--- config.mk ---
export PLATFORM = sky130hd
export DESIGN_NAME = macd_ctrl
export DESIGN_NICKNAME = d
export VERILOG_FILES = /design/src/rtl/core/macd_pkg.sv /design/src/rtl/core/macd_ctrl.sv
export SDC_FILE = /design/constraint.sdc
export NUM_CORES = 1
export LEC_CHECK = 0
export BUFFER_PORTS_ARGS = -buffer_cell sky130_fd_sc_hd__buf_2
export CORE_ASPECT_RATIO = 1.1
export CORE_MARGIN = 4
export CORE_UTILIZATION = 45
export DETAILED_ROUTE_END_ITERATION = 6
export HOLD_SLACK_MARGIN = 0.08
export PLACE_DENSITY = 0.7
export SETUP_SLACK_MARGIN = 0.02
export SLEW_MARGIN = 20
export SYNTH_ARGS = -nofsm -noshare
export SYNTH_HDL_FRONTEND = slang
export SYNTH_SLANG_ARGS = --single-unit
--- constraint.sdc ---
create_clock -name clk -period 2.2 [get_ports clk]
set_clock_uncertainty 0.15 [all_clocks]
set_input_delay 0.22 -clock clk [delete_from_list [all_inputs] [get_ports clk]]
set_output_delay 0.22 -clock clk [all_outputs]
set_load 0.01 [all_outputs]
--- src/rtl/core/macd_pkg.sv ---
// Shared types, widths and constants of the MACD indicator stream block.
// No dependencies; used by the other RTL modules and interfaces by scoped names.
`default_nettype none

package macd_pkg;

	localparam int PRICE_W    = 32;
	localparam int SPAN_W     = 10;
	localparam int OUT_W      = 40;
	localparam int NUM_W      = 64;
	localparam int DEN_W      = 48;
	localparam int DEC_W      = 32;
	localparam int CFG_IDX_W  = 2;
	localparam int CFG_DATA_W = 10;
	localparam int MEANS      = 3;

	// register indexes, also the slot of each mean in the sum arrays
	localparam logic [CFG_IDX_W-1:0] CFG_FAST   = 2'd0;
	localparam logic [CFG_IDX_W-1:0] CFG_SLOW   = 2'd1;
	localparam logic [CFG_IDX_W-1:0] CFG_SIGNAL = 2'd2;

	localparam logic [SPAN_W-1:0] FAST_SPAN_RST   = 10'd12;
	localparam logic [SPAN_W-1:0] SLOW_SPAN_RST   = 10'd26;
	localparam logic [SPAN_W-1:0] SIGNAL_SPAN_RST = 10'd9;

	// floor((s-1) * 2^32 / (s+1)) for the reset spans
	localparam logic [DEC_W-1:0] FAST_DEC_RST   = 32'd3634203096;
	localparam logic [DEC_W-1:0] SLOW_DEC_RST   = 32'd3976821570;
	localparam logic [DEC_W-1:0] SIGNAL_DEC_RST = 32'd3435973836;

	localparam logic [DEN_W-1:0] ONE_Q32 = 48'h0001_0000_0000;

	// multiply sequence: numerator low/high half, denominator low/high half, then a sum step
	localparam logic [2:0] MUL_N_LO = 3'd0;
	localparam logic [2:0] MUL_N_HI = 3'd1;
	localparam logic [2:0] MUL_D_LO = 3'd2;
	localparam logic [2:0] MUL_D_HI = 3'd3;
	localparam logic [2:0] MUL_SUM  = 3'd4;

	// divider retires two quotient bits per cycle
	localparam logic [4:0] DIV_LAST = 5'd31;

	typedef struct packed {
		logic                 load;
		logic                 mul_en;
		logic [2:0]           mul_step;
		logic                 sig_phase;
		logic                 upd;
		logic                 div_start;
		logic                 dec_start;
		logic [CFG_IDX_W-1:0] dec_idx;
		logic                 dec_wr;
		logic                 macd_ld;
		logic                 out_ld;
	} macd_cmd_t;

	typedef struct packed {
		logic [MEANS-1:0] dirty;
		logic             div_done;
		logic             out_busy;
	} macd_stat_t;

	// clamp a 65-bit two's complement value to the signed 40-bit range
	function automatic logic [OUT_W-1:0] sat_out(input logic [NUM_W:0] v);
		logic [OUT_W-1:0] r;
		if (!v[NUM_W] && (v[NUM_W-1:OUT_W-1] != '0)) begin
			r = {1'b0, {(OUT_W-1){1'b1}}};
		end else if (v[NUM_W] && (v[NUM_W-1:OUT_W-1] != '1)) begin
			r = {1'b1, {(OUT_W-1){1'b0}}};
		end else begin
			r = v[OUT_W-1:0];
		end
		return r;
	endfunction

endpackage

`default_nettype wire

--- src/rtl/core/macd_ctrl.sv ---
// Controller of the MACD block: sequences decay updates and the two passes
// of each item (fast and slow means, then the signal mean). Uses macd_pkg.
`default_nettype none

module macd_ctrl (
	input  wire logic                 clk,
	input  wire logic                 arst_n,
	input  wire logic                 in_valid,
	output logic                      in_ready,
	input  wire macd_pkg::macd_stat_t stat,
	output macd_pkg::macd_cmd_t       cmd
);

	typedef enum logic [7:0] {
		ST_IDLE      = 8'b0000_0001,
		ST_DEC_RUN   = 8'b0000_0010,
		ST_MUL       = 8'b0000_0100,
		ST_UPD       = 8'b0000_1000,
		ST_DIV_START = 8'b0001_0000,
		ST_DIV_WAIT  = 8'b0010_0000,
		ST_MACD      = 8'b0100_0000,
		ST_OUT       = 8'b1000_0000
	} state_t;

	state_t                              state_q, state_d;
	logic [2:0]                          step_q;
	logic                                sig_q;
	logic [macd_pkg::CFG_IDX_W-1:0]      dec_idx_q;
	logic [macd_pkg::CFG_IDX_W-1:0]      pick;

	always_comb begin
		if (stat.dirty[macd_pkg::CFG_FAST]) begin
			pick = macd_pkg::CFG_FAST;
		end else if (stat.dirty[macd_pkg::CFG_SLOW]) begin
			pick = macd_pkg::CFG_SLOW;
		end else begin
			pick = macd_pkg::CFG_SIGNAL;
		end
	end

	assign in_ready = (state_q == ST_IDLE) && (stat.dirty == '0);

	always_comb begin
		state_d       = state_q;
		cmd           = '0;
		cmd.mul_step  = step_q;
		cmd.sig_phase = sig_q;
		cmd.dec_idx   = (state_q == ST_IDLE) ? pick : dec_idx_q;
		case (state_q)
			ST_IDLE: begin
				if (stat.dirty != '0) begin
					cmd.dec_start = 1'b1;
					state_d = ST_DEC_RUN;
				end else if (in_valid) begin
					cmd.load = 1'b1;
					state_d = ST_MUL;
				end
			end
			ST_DEC_RUN: begin
				// only lane A divides a decay: wait on its divider alone
				cmd.sig_phase = 1'b1;
				if (stat.div_done) begin
					cmd.dec_wr = 1'b1;
					state_d = ST_IDLE;
				end
			end
			ST_MUL: begin
				cmd.mul_en = 1'b1;
				if (step_q == macd_pkg::MUL_SUM) begin
					state_d = ST_UPD;
				end
			end
			ST_UPD: begin
				cmd.upd = 1'b1;
				state_d = ST_DIV_START;
			end
			ST_DIV_START: begin
				cmd.div_start = 1'b1;
				state_d = ST_DIV_WAIT;
			end
			ST_DIV_WAIT: begin
				if (stat.div_done) begin
					state_d = sig_q ? ST_OUT : ST_MACD;
				end
			end
			ST_MACD: begin
				cmd.macd_ld = 1'b1;
				state_d = ST_MUL;
			end
			ST_OUT: begin
				// hold while the previous result is still waiting
				if (!stat.out_busy) begin
					cmd.out_ld = 1'b1;
					state_d = ST_IDLE;
				end
			end
			default: begin
				state_d = ST_IDLE;
			end
		endcase
	end

	always_ff @(posedge clk or negedge arst_n) begin
		if (!arst_n) begin
			state_q   <= ST_IDLE;
			step_q    <= '0;
			sig_q     <= 1'b0;
			dec_idx_q <= '0;
		end else begin
			state_q <= state_d;
			if (cmd.dec_start) begin
				dec_idx_q <= pick;
			end
			if (cmd.load) begin
				sig_q <= 1'b0;
			end else if (cmd.macd_ld) begin
				sig_q <= 1'b1;
			end
			if (cmd.mul_en) begin
				step_q <= (step_q == macd_pkg::MUL_SUM) ? '0 : step_q + 3'd1;
			end else begin
				step_q <= '0;
			end
		end
	end

endmodule

`default_nettype wire

---- Word-level counts from Yosys, hierarchy flattened ----
Index checks and enable logic that the tools add are counted.
word-level totals
  register bits after elaboration ......... 14
  latch bits .............................. 0
  bits in writable memories ............... 0
  memory bits (read-only) ................. 0
  input bits .............................. 8
  memories ................................ 0
cells by class
  add/subtract/negate cells ............... 1
  $mul .................................... 0
  divide/modulo/power cells ............... 0
  order comparisons ....................... 0
  equality and inequality tests ........... 14
  shifts and indexed selects .............. 0
  muxes and demuxes ....................... 29
  bitwise logic cells ..................... 0
  reduce and logical (&&, ||, !) cells .... 5
operator list
  kind                                                                     number
  8-bit case mux with 8 select lines                                       1
  8-bit two-way mux                                                        7
  1-bit two-way mux                                                        16
  8-bit by 1-bit == test with 1-bit output, second input constant          1
  8-bit by 2-bit == test with 1-bit output, second input constant          1
  8-bit by 3-bit == test with 1-bit output, second input constant          1
  8-bit by 4-bit == test with 1-bit output, second input constant          1
  8-bit by 5-bit == test with 1-bit output, second input constant          1
  8-bit by 6-bit == test with 1-bit output, second input constant          1
  8-bit by 7-bit == test with 1-bit output, second input constant          1
  8-bit == test, second input constant                                     1
  2-bit inequality test, second input constant                             4
  2-bit two-way mux                                                        3
  3-bit two-way mux                                                        2
  5-bit AND reduction                                                      1
  3-bit by 1-bit adder with 3-bit output, second input constant            1
  3-bit == test, second input constant                                     1
  3-bit logical NOT                                                        1
  3-bit by 2-bit inequality test with 1-bit output, second input constant  1
  3-bit nonzero test                                                       1
  2-bit nonzero test                                                       1
  1-bit logical AND                                                        1

---- Depth between registers and ports, before layout ----
  depth after elaboration ................. 4
  gate-level depth with buffers ........... 7

---- Worst setup path before layout ----
No wires, ideal clock.
  kind .................................... reg2out
  start point ............................. reg state_q[3]
  end point ............................... out cmd[4] (netlist bit)
  arrival time ............................ 1.550 ns
  path slack .............................. 0.280 ns
  cell stages (with the launch flop) ...... 5
  buffers on the path ..................... 0
  path through ............................ dfrtp_1 nor4_4 nand2_2 nor3b_2 mux2_2
RTL lines
  element                   RTL line          RTL
  start: declaration        macd_ctrl.sv:25   state_t state_q, state_d;
  start signal: assignment  macd_ctrl.sv:110  state_q <= state_d;
  end: declaration          macd_ctrl.sv:11   output macd_pkg::macd_cmd_t cmd

==> impl_metrics.tcl <==
set metrics [dict create \
    port_buffers 22 \
    final_cells 147 \
    synth.area.mux_share_pct 1.35 \
    grt_max_degree 15 \
    status "finished, violations left" \
    routed-via-count 814 \
    slowest_stage "dfrtp_2" \
    synth_edf_count 0 \
    yosys-top-cells-area "dfrtp_1 (39%), nor2_1 (6.8%), nor4_4 (5.1%), and4b_1 (4.8%), nand4b_1 (4.2%)" \
    setup_viol 5 \
    grt_first_pass_wirelength_mm 3.58 \
    synthAdderAreaFrac_pct 3.00 \
    ios 23 \
    period_minus_slack_ps 2260 \
    dp.cells 126 \
    post-dp-hpwl_mm 1.41 \
    crit_path_end_kind "primary output" \
    r2r_slack_ps -50 \
    fp.dieArea_mm2 0.00260 \
    finalPower_mw 1.02 \
    max_stage_delay_ps 480 \
    clk_latency_ps 280 \
    viasPerCell 5.54 \
    cts_buffers 3 \
    grt_usage_pct 18.4 \
    cp_max_fo 6 \
    startpoint_type "flop" \
    tightest_slew_ps 542 \
    critPathKind "flop to primary output" \
    crit_required_ps 1830 \
    rsz0062_at_grt "yes" \
    synth_top_area_cell "dfrtp_1" \
    layout_setup_ws_ps -62.6 \
    grt_overflow 0 \
    clockBufferDepth 2 \
    drt-initial-drc-count 23 \
    antennaDiodeCount 0 \
    synth_compound_area_share_pct 5.41 \
    worstPathCellList "nor4_4, nand2_2, nor3b_4, mux2_2, buf_2" \
    antenna_found_initial 0 \
    avgSynthCellArea_um2 9.80 \
    yosysTopAreaCellShare_pct 39.0 \
    h-tree-depth 1 \
    slew_violations 0 \
    yosysSeqAreaShare_pct 42.2 \
    cts_root_buf "clkbuf_4" \
    drt.antenna.violating_nets 0 \
    fp.dieW_um 49.0 \
    ir_worst_vdd_mv 0.506 \
    synth_cell_types 33 \
    layout.nets 140 \
    synth-seq-cells 14 \
    drive_gt1_share_pct 42.6 \
    finalWirelength_mm 2.31 \
    dr.pass1.iters 4 \
    grt_pass1_vias 844 \
    clk_pin_slew_worst_paths_ps 100 \
    fmax_ghz 0.442 \
    hold_slack_ps 129 \
    drc 0 \
    cp.arrival_ps 1890 \
    gp_congestion 0.814 \
    coreArea_mm2 0.00176 \
    timing.final.crit_share_pct 103 \
    powerDensity_mw_per_mm2 880 \
    dp_slack_ps 235 \
    postSynth.asyncResetShare_pct 100 \
    p_leak_nw 0.639 \
    synth-xor-area-share_pct 3.15 \
    synth_top_family_by_area "simple AND/OR/NAND/NOR gates" \
    syn_nets 95 \
    post-route-util_pct 66.1 \
    die_h_um 53.1 \
    hold_viol 0 \
    syn2layout_area_growth_pct 39.8 \
    netlist_area_um2 833 \
    yosysWarnings 0 \
    clock_sinks 14 \
    syn_inst 85 \
    synth_ff_type "dfrtp_1" \
    cts_tree "yes" \
    timing.slew.headroom_pct 63.6 \
    yosys.area_share.simple_pct 42.2 \
    max-cap-violations 0 \
    placementRows 16 \
    avgRoutedWirePerCell_um 15.7 \
    hp-class "input pin to flop" \
    initial_utilization_pct 47.3 \
    violations "setup timing" \
]
kinds of logic (layout without fill, tap and decap cells):
logic type	count (synthesis)	in the layout
buffers and inverters	5	49
DFF	14	14
adders and majority gates	2	2
xor gates and xnor gates	3	3
and+or+nand+nor	53	53
AOI/OAI and AO/OA	7	7
muxes	1	1
where the power goes:
group	switching, mW	internal [mW]	total (mW)
Combinational	0.227	0.224	0.452
Sequential	0.0682	0.311	0.379
Clock	0.0927	0.101	0.193
Total	0.388	0.636	1.02
metal layers:
metal	part of all wire [%]	track usage [%]	up-vias	wire length [µm]
li1	-	-	391	-
met1	40	18.1	397	914
met2	55	36.7	20	1260
met3	3.5	3.38	6	81
met4	2.2	8.52	0	51
met5	0	0	-	0
worst max-delay path: cells and delay by family (launching register included):
family                 cells  cell delay [ps]
DFF                        1              480
muxes                      1              360
buffers and inverters      1              140
and+or+nand+nor            3              630
final cells by class:
type	count	area, µm²
Multi-Input combinational cell	66	465
Clock buffer	4	36.3
Fill cell	152	597
Tap cell	18	22.5
Inverter	4	15.0
Timing Repair Buffer	41	269
Sequential cell	14	357
what timing repair did:
item,CTS,global route
endpoints found under the setup margin,5,7
hold buffers,4,0
endpoints found under the hold margin,16,0
pin swaps,7,0
buffers inserted,13,0
resized for setup,5,1
placed cells by master (no fill, tap or decap), types with 2 or more instances in the layout:
cell and instances:
a21oi_1 3, buf_2 21, and4b_1 4, dlygate4sd3_1 4, o31ai_1 2, dfrtp_1 9, xor2_1 2, nand4_1 2
nor4_4 2, nor3b_1 3, buf_4 15, ha_1 2, nand2_1 6, dfrtp_2 4, nand4b_1 4, nor3_1 3
inv_1 4, nand3_1 2, nor2_1 15, clkbuf_4 3
state kept, by name, indices dropped and copies added (netlist names):
name       flops
state_q        8
dec_idx_q      2
step_q         3
sig_q          1
Yosys cell counts (2+ instances only):
cell	instances
nor4_4	2
nand2_1	6
nand4b_1	4
nor3_1	3
nor2_1	15
xor2_1	2
ha_1	2
dfrtp_1	13
nor3b_1	3
nand4_1	2
nand3_1	2
inv_1	4
o31ai_1	2
a21oi_1	3
and4b_1	4
worst paths after layout:
check,startpoint,end,depth (start not counted)
max in group asynchronous,arst_n,state_q[0],2
max,state_q[5],cmd[4],5
min,stat[0],state_q[7],3
max reg2reg,state_q[5],state_q[1],12
min in group asynchronous,arst_n,dec_idx_q[0],2
min reg2reg,step_q[0],step_q[0],1
per-stage QoR:
stage	instance area, µm²	setup TNS (ps)
floorplan	833	0
global placement	973	0
detailed placement	973	0
CTS	1160	-48.8
global route	1160	-635
finish	1160	-134
No activity file was read; power rests on OpenSTA's default activity.
